[src/sv/ais_pkg.sv]
// Package for the ascending integer sorter: depth, widths and transfer structs.
// Depends on nothing; every other file imports it.
package ais_pkg;

  localparam int DEPTH   = 16;
  localparam int VAL_W   = 32;
  localparam int CNT_W   = $clog2(DEPTH + 1);

  typedef struct packed {
    logic signed [VAL_W-1:0] value;
    logic                    last;
  } item_t;

  typedef struct packed {
    logic signed [VAL_W-1:0] sorted_value;
    logic                    final_res;
    logic                    overflow;
  } result_t;

  // Per-cycle command broadcast to every cell of the chain.
  typedef struct packed {
    logic insert;
    logic shift;
  } cell_ctl_t;

endpackage

[src/sv/ais_cell.sv]
// One cell of the sorting chain: holds one value, takes part in insertion and
// in the left shift that drains the chain. Depends on ais_pkg.
module ais_cell
  import ais_pkg::*;
(
  input  logic                    clk,
  input  cell_ctl_t               ctl,
  input  logic signed [VAL_W-1:0] x,
  input  logic                    empty,
  input  logic signed [VAL_W-1:0] left_val,
  input  logic                    left_less,
  input  logic signed [VAL_W-1:0] right_val,
  output logic signed [VAL_W-1:0] val,
  output logic                    less
);

  // Unused slots sit above all held values.
  assign less = empty || (x < val);

  always_ff @(posedge clk) begin
    if (ctl.shift) begin
      val <= right_val;
    end else if (ctl.insert && less) begin
      val <= left_less ? left_val : x;
    end
  end

endmodule

[src/sv/ascending_integer_sorter.sv]
// Ascending signed sorter built as an insertion chain of DEPTH cells.
// Load: one value per cycle, busy low; a value enters its sorted slot at once.
// Drain: the transfer flagged last starts one result per held value, one per
// cycle from the head cell; busy is high exactly while these results come out.
// The first result comes in the cycle after the last transfer. No output stall.
// Reset (rst, synchronous): count and overflow cleared, back to loading.
module ascending_integer_sorter
  import ais_pkg::*;
(
  input  logic    clk,
  input  logic    rst,
  input  logic    start,
  input  item_t   item,
  output logic    busy,
  output logic    strobe,
  output result_t result
);

  typedef enum logic [1:0] {
    ST_LOAD  = 2'b01,
    ST_DRAIN = 2'b10
  } state_t;

  state_t            state, state_next;
  logic [CNT_W-1:0]  count, count_next;   // held values; during drain, values left
  logic              dropped, dropped_next;

  logic              accept;
  logic              room;
  cell_ctl_t         ctl;

  logic signed [VAL_W-1:0] cell_val  [DEPTH];
  logic                    cell_less [DEPTH];

  assign busy   = (state == ST_DRAIN);
  assign accept = start && !busy;
  assign room   = (count < CNT_W'(DEPTH));

  // Full store: the newest value is dropped, held ones stay.
  assign ctl.insert = accept && room;
  assign ctl.shift  = busy;

  // Head cell always holds the smallest remaining value.
  assign strobe              = busy;
  assign result.sorted_value = cell_val[0];
  assign result.final_res    = (count == CNT_W'(1));
  assign result.overflow     = dropped;

  for (genvar i = 0; i < DEPTH; i++) begin : g_chain
    logic signed [VAL_W-1:0] lv, rv;
    logic                    ll;

    if (i == 0) begin : g_head
      assign lv = item.value;
      assign ll = 1'b0;
    end else begin : g_body
      assign lv = cell_val[i-1];
      assign ll = cell_less[i-1];
    end

    if (i == DEPTH - 1) begin : g_tail
      assign rv = item.value;   // don't-care: slot goes out of range
    end else begin : g_mid
      assign rv = cell_val[i+1];
    end

    ais_cell u_cell (
      .clk       (clk),
      .ctl       (ctl),
      .x         (item.value),
      .empty     (CNT_W'(i) >= count),
      .left_val  (lv),
      .left_less (ll),
      .right_val (rv),
      .val       (cell_val[i]),
      .less      (cell_less[i])
    );
  end

  always_comb begin
    state_next   = state;
    count_next   = count;
    dropped_next = dropped;
    unique case (state)
      ST_LOAD: begin
        if (accept) begin
          if (room) begin
            count_next = count + CNT_W'(1);
          end else begin
            dropped_next = 1'b1;
          end
          if (item.last) begin
            state_next = ST_DRAIN;
          end
        end
      end
      ST_DRAIN: begin
        count_next = count - CNT_W'(1);
        if (count == CNT_W'(1)) begin
          state_next   = ST_LOAD;
          dropped_next = 1'b0;
        end
      end
      default: begin
        state_next = ST_LOAD;
      end
    endcase
  end

  always_ff @(posedge clk) begin
    if (rst) begin
      state   <= ST_LOAD;
      count   <= '0;
      dropped <= 1'b0;
    end else begin
      state   <= state_next;
      count   <= count_next;
      dropped <= dropped_next;
    end
  end

endmodule

[config.mk]
export PLATFORM = sky130hd
export DESIGN_NAME = ascending_integer_sorter
export DESIGN_NICKNAME = d
export VERILOG_FILES = /design/src/sv/ais_pkg.sv /design/src/sv/ais_cell.sv /design/src/sv/ascending_integer_sorter.sv
export SDC_FILE = /design/constraint.sdc
export NUM_CORES = 2
export LEC_CHECK = 0
export BUFFER_PORTS_ARGS = -buffer_cell sky130_fd_sc_hd__buf_2
export CAP_MARGIN = 10
export CELL_PAD_IN_SITES_DETAIL_PLACEMENT = 0
export CELL_PAD_IN_SITES_GLOBAL_PLACEMENT = 1
export CORE_MARGIN = 4
export CORE_UTILIZATION = 56
export CTS_BUF_LIST = sky130_fd_sc_hd__clkbuf_4 sky130_fd_sc_hd__clkbuf_8 sky130_fd_sc_hd__clkbuf_16
export CTS_CLUSTER_DIAMETER = 120
export DETAILED_ROUTE_END_ITERATION = 8
export GPL_ROUTABILITY_DRIVEN = 1
export GPL_TIMING_DRIVEN = 0
export PLACE_DENSITY = 0.95
export SETUP_SLACK_MARGIN = 0.3
export SKIP_CTS_REPAIR_TIMING = 1
export SLEW_MARGIN = 5
export SYNTH_ARGS = -nofsm -noshare
export SYNTH_HDL_FRONTEND = slang
export SYNTH_SLANG_ARGS = --single-unit
[constraint.sdc]
create_clock -name clk -period 6.6 [get_ports clk]
set_input_delay 0.33 -clock clk [delete_from_list [all_inputs] [get_ports clk]]
set_output_delay 0.33 -clock clk [all_outputs]
set_load 0.03 [all_outputs]
---- Word level (Yosys, flattened, before mapping) ----
Index checks and enable logic that the tools add are counted.
storage, ports and cells
  register bits ........................... 520
  bits in latches ......................... 0
  memory bits (writable) .................. 0
  bits in read-only memories .............. 0
  input bits .............................. 36
  output and inout bits ................... 36
  word-level logic and storage cells ...... 175
  memories ................................ 0
cells by class
  $add $sub $neg .......................... 2
  multiply operators ...................... 0
  div/mod/pow operators ................... 0
  $lt $le $gt $ge ......................... 33
  equal/unequal tests ..................... 8
  shift operators ......................... 0
  muxes and demuxes ....................... 58
  bitwise gates (word level) .............. 0
  reductions and logical operators ........ 55
operators by type and width
  kind                   number
  $mux W32               47
  $lt A32 B32 Y1         16
  $ge A4 B5 Y1 const A   8
  $reduce_bool A2 Y1     17
  $ge A3 B5 Y1 const A   4
  $logic_and A1 B1 Y1    18
  $logic_or A1 B1 Y1     16
  $ge A1 B5 Y1 const A   2
  $ge A2 B5 Y1 const A   2
  $mux W5                2
  $pmux W5 S2            1
  $ne A2 B2 Y1 const B   4
  $mux W2                3
  $reduce_and A3 Y1      2
  $add A5 B1 Y5 const B  1
  $eq A5 B1 Y1 const B   1
  $lt A5 B5 Y1 const B   1
  $sub A5 B1 Y5 const B  1
  $pmux W2 S2            1
  $reduce_and A4 Y1      1
  $mux W1                3
  $eq A2 B1 Y1 const B   1
  $eq A2 B2 Y1 const B   1
  $ne A2 B1 Y1 const B   1
  other kinds (2)        2

---- Depth between registers and ports, before layout ----
  word-level depth ........................ 7
  depth in mapped cells ................... 12
  depth with buffers taken out ............ 10

---- Modules after synthesis ----
Synthesis repeated with hierarchy kept, for this count alone.
unflattened totals
  cells, all modules ...................... 4198
  area, all modules ....................... 39934.6 um^2
by module, submodules not included
  module                    times used  cells each  area an instance (um^2)  sequential area each (um^2)
  ais_cell                  16          257         2454.9                   960.9
  ascending_integer_sorter  1           86          656.9                    160.2

---- Least setup slack after synthesis ----
No wires, ideal clock.
  kind .................................... reg-to-reg
  from .................................... reg g_chain[0].u_cell.val[29]
  to ...................................... reg g_chain[0].u_cell.val[0] (enable)
  setup time .............................. 0.432 ns
  arrival ................................. 3.865 ns
  required time ........................... 6.168 ns
  path slack .............................. 2.303 ns
  stages on the path, launching flop included .. 12
  buffers on the path ..................... 2
  period minus slack after synthesis ...... 4.297 ns
  cell sequence ........................... edfxtp_1 -> inv_1 -> ha_1 -> a21o_1 -> a21o_1 -> a221oi_1 -> o21ai_0 -> o221ai_1 -> o31ai_2 -> buf_6 -> buf_2 -> a21oi_1
on the way
  word-level cells in the longest chain between the ends .. 4
ends and longest elaborated chain
  what                          RTL line        RTL
  start: declaration            ais_cell.sv:13  output logic signed [VAL_W-1:0] val,
  start signal: assignment      ais_cell.sv:22  val <= right_val;
  start signal: assignment      ais_cell.sv:24  val <= left_less ? left_val : x;
  $lt A32 B32 Y1                ais_cell.sv:18  assign less = empty || (x < val);
  $logic_or A1 B1 Y1            ais_cell.sv:18
  $logic_and A1 B1 Y1           ais_cell.sv:23  end else if (ctl.insert && less) begin
  $reduce_bool A2 Y1 (no line)  n/a
Every way passes these cells.
A chain may end at the register's enable or synchronous reset.

---- Worst setup path after layout ----
  from .................................... reg state[1]
  to ...................................... out strobe
on the way
  word-level cells in the longest chain between the ends .. 1
ends and longest elaborated chain
  what                      RTL line                         RTL
  start: declaration        ascending_integer_sorter.sv:24   state_t state, state_next;
  start signal: assignment  ascending_integer_sorter.sv:116  state <= state_next;
  $eq A2 B2 Y1              ascending_integer_sorter.sv:35   assign busy = (state == ST_DRAIN);
  end: declaration          ascending_integer_sorter.sv:15   output logic strobe,
Every way passes these cells.

==> results.cfg <==
[synthesis]
synth_common_cells = 512 x edfxtp_1, 473 x inv_1, 470 x ha_1
syn-instance-count = 3642
syn_nets = 4148
ys_ff_latch = 520
ys_seq_area_share_pct = 41.8
ys.flop_type = edfxtp_1
synth.most_common_cell = edfxtp_1
ys_types = 70
yosysWarnings = 0
synth.avg_cell_area_um2 = 10.2
ys_async_sr_fraction_pct = 0
synth-edff-count = 512
synth_area_leaders = edfxtp_1 41%, ha_1 16%, a221o_1 8.6%
synth_top_area_share_pct = 41.4
yosysTopAreaCell = edfxtp_1
syn-cell-area_um2 = 37200

[detailed_routing]
drtPass1Iterations = 6
m1WireLength_um = 48000
remaining_drc_errors = 0
maxUsedRoutingLayer = met5
first_iter_violations = 3738
vias_per_cell = 6.62
dr_wl_met2_um = 52200
wl_met3_um = 10600
drt-total-wl_um = 116000
avgRoutedWirePerCell_um = 24.6
drtAntennaViolNets = 0
vias = 31200

[clock_network]
clockBufferDepth = 3
clk_pin_slew_ns = 0.06
cts_tree = yes
cts_root_buf = clkbuf_16
cts_buffers = 58
cts.sinks = 520
htreeDepth = 2
clock_latency_ns = 0.64

[timing]
fmax_mhz = 210
fin_tns_setup_ns = 0
skew_ns = 0.0121
period_share_pct = 72.0
relSlewSlack_pct = 18.2
hold_violations = 0
worst-slew-pin-transition_ns = 1.23
post-route-min-period_ns = 4.75
finalSetupViolCount = 0
slew_viol_final = 0
rsz0062_at_grt = no

[setup_path]
start_kind = flop
r2r_slack_ns = 2.11
worstPathArrival_ns = 4.42
path_common_cell = clkbuf_1
critical_path_buf_inv_count = 7
slowest_delay_ns = 0.73
cpLargestDelayFamily = buffers and inverters
worstSetupPathType = reg -> out
critPathMaxFanout = 11
crit_slowest_cell = clkbuf_1
path_cells = nand2b_1 -> clkinv_1 -> clkbuf_1 -> clkbuf_1 -> clkbuf_1 -> clkbuf_1 -> buf_4 -> buf_2
cp_data_required_time_ns = 6.27
critPathCaptureType = output pin

[grt]
grt_pass1_vias = 30800
antenna_found_initial = 1
grtUsageTotal_pct = 31.9
grt_pass1_wl_um = 177000
grt_max_degree = 33
overflow = 0

[final_layout]
syn_to_final_growth_pct = 10.6
nFillCells = 5341
drive_gt1_share_pct = 8.88
final_net_count = 4296

[floorplan]
dieWidth_um = 266
num_rows = 94
core_area_um2 = 65700
die_h_um = 266
die_area_um2 = 70600
initial_utilization_pct = 56.5
io-pin-count = 72

[power_and_ir_drop]
ir_drop_mv = 0.212
power_density_nw_per_um2 = 273
p_leak_nw = 17.8
total_power_mw = 11.2

[hold_path]
worstHoldPathType = in -> reg

[outcome]
status = finished, final reports clean

[place]
io_buffers = 71
hpwlAfterDp_um = 90600
gp_congestion = 0.939

[flow_run]
max_cap_viol_count = 0
[placed cells by master, fill, tap and decap left out, drive strengths merged, types with 35 or more instances in the layout]
| master | instances |
|---|---|
| edfxtp | 512 |
| mux2i | 96 |
| nor2 | 130 |
| a21o | 93 |
| inv | 473 |
| o21ai | 146 |
| clkbuf | 211 |
| a21oi | 261 |
| clkinv | 35 |
| a221o | 320 |
| nor3 | 331 |
| buf | 181 |
| nand4 | 57 |
| ha | 470 |
| mux2 | 67 |
| nand2 | 191 |
[power by group]
group / leakage (nW) / internal, mW / switching [mW]
sequential: 5.07 / 4.34 / 0.351
clock: 0.967 / 1.94 / 1.47
combinational: 11.8 / 1.32 / 1.81
total: 17.8 / 7.60 / 3.63
[final timing paths]
| path | start | endpoint | cells past startpoint |
|---|---|---|---|
| setup / recovery | state[1] | strobe | 8 |
| hold / removal | item[0] | state[1] | 4 |
| setup reg to reg | state[0] | g_chain[6].u_cell.val[6] | 8 |
| hold reg to reg | g_chain[15].u_cell.val[23] | g_chain[14].u_cell.val[23] | 1 |
[worst min-delay path, delay by kind of cell]
| kind | cells | cell delay, ns |
|---|---|---|
| AOI/OAI and AO/OA | 1 | 0.07 |
| and+or+nand+nor | 2 | 0.23 |
| buffers and inverters | 1 | 0.13 |
[metrics by stage]
stage	cell area, µm²	hold slack [ns]	instances	setup WS, ns	utilization, %
final	41100	0.174	4703	1.85	62.5
after detailed placement	39200	0.543	4593	2.14	59.6
after floorplan	37200	0.402	3642	2.30	-
after global routing	41100	0.180	4702	1.77	62.5
after CTS	41100	-0.0670	4701	1.95	62.5
after global placement	38600	0.527	4577	0.508	58.7
[layout make-up]
cell class,instances,area (µm²),share of cell area (%)
tap,864,1080,2.63
inverter,475,1780,4.34
clock inverter,39,327,0.794
timing repair buffer,88,786,1.91
multi-input combinational,2411,18900,45.9
buffer,236,1140,2.78
clock buffer,69,1590,3.86
antenna,1,2.50,0.00609
sequential,520,15500,37.8
[logic make-up after synthesis]
group	Yosys count	synth area share, %
xor gates and xnor gates	3	0.0707
muxes	163	4.61
AOI/OAI and AO/OA	918	18.4
adders and majority gates	470	15.8
DFF	520	41.8
buffers and inverters	711	7.87
and+or+nand+nor	857	11.4
[metal layers]
metal | global-route usage (%) | vias up
met2 | 50.0 | 1616
met5 | 0 | -
met3 | 5.32 | 285
li1 | - | 14100
met1 | 44.6 | 15100
met4 | 12.3 | 2
[state kept, by name, summed over array words and instances, names as in the netlist]
name / count
count: 5
dropped: 1
g_chain.u_cell.val: 512
state: 2
No activity file was read; power rests on OpenSTA's default activity.
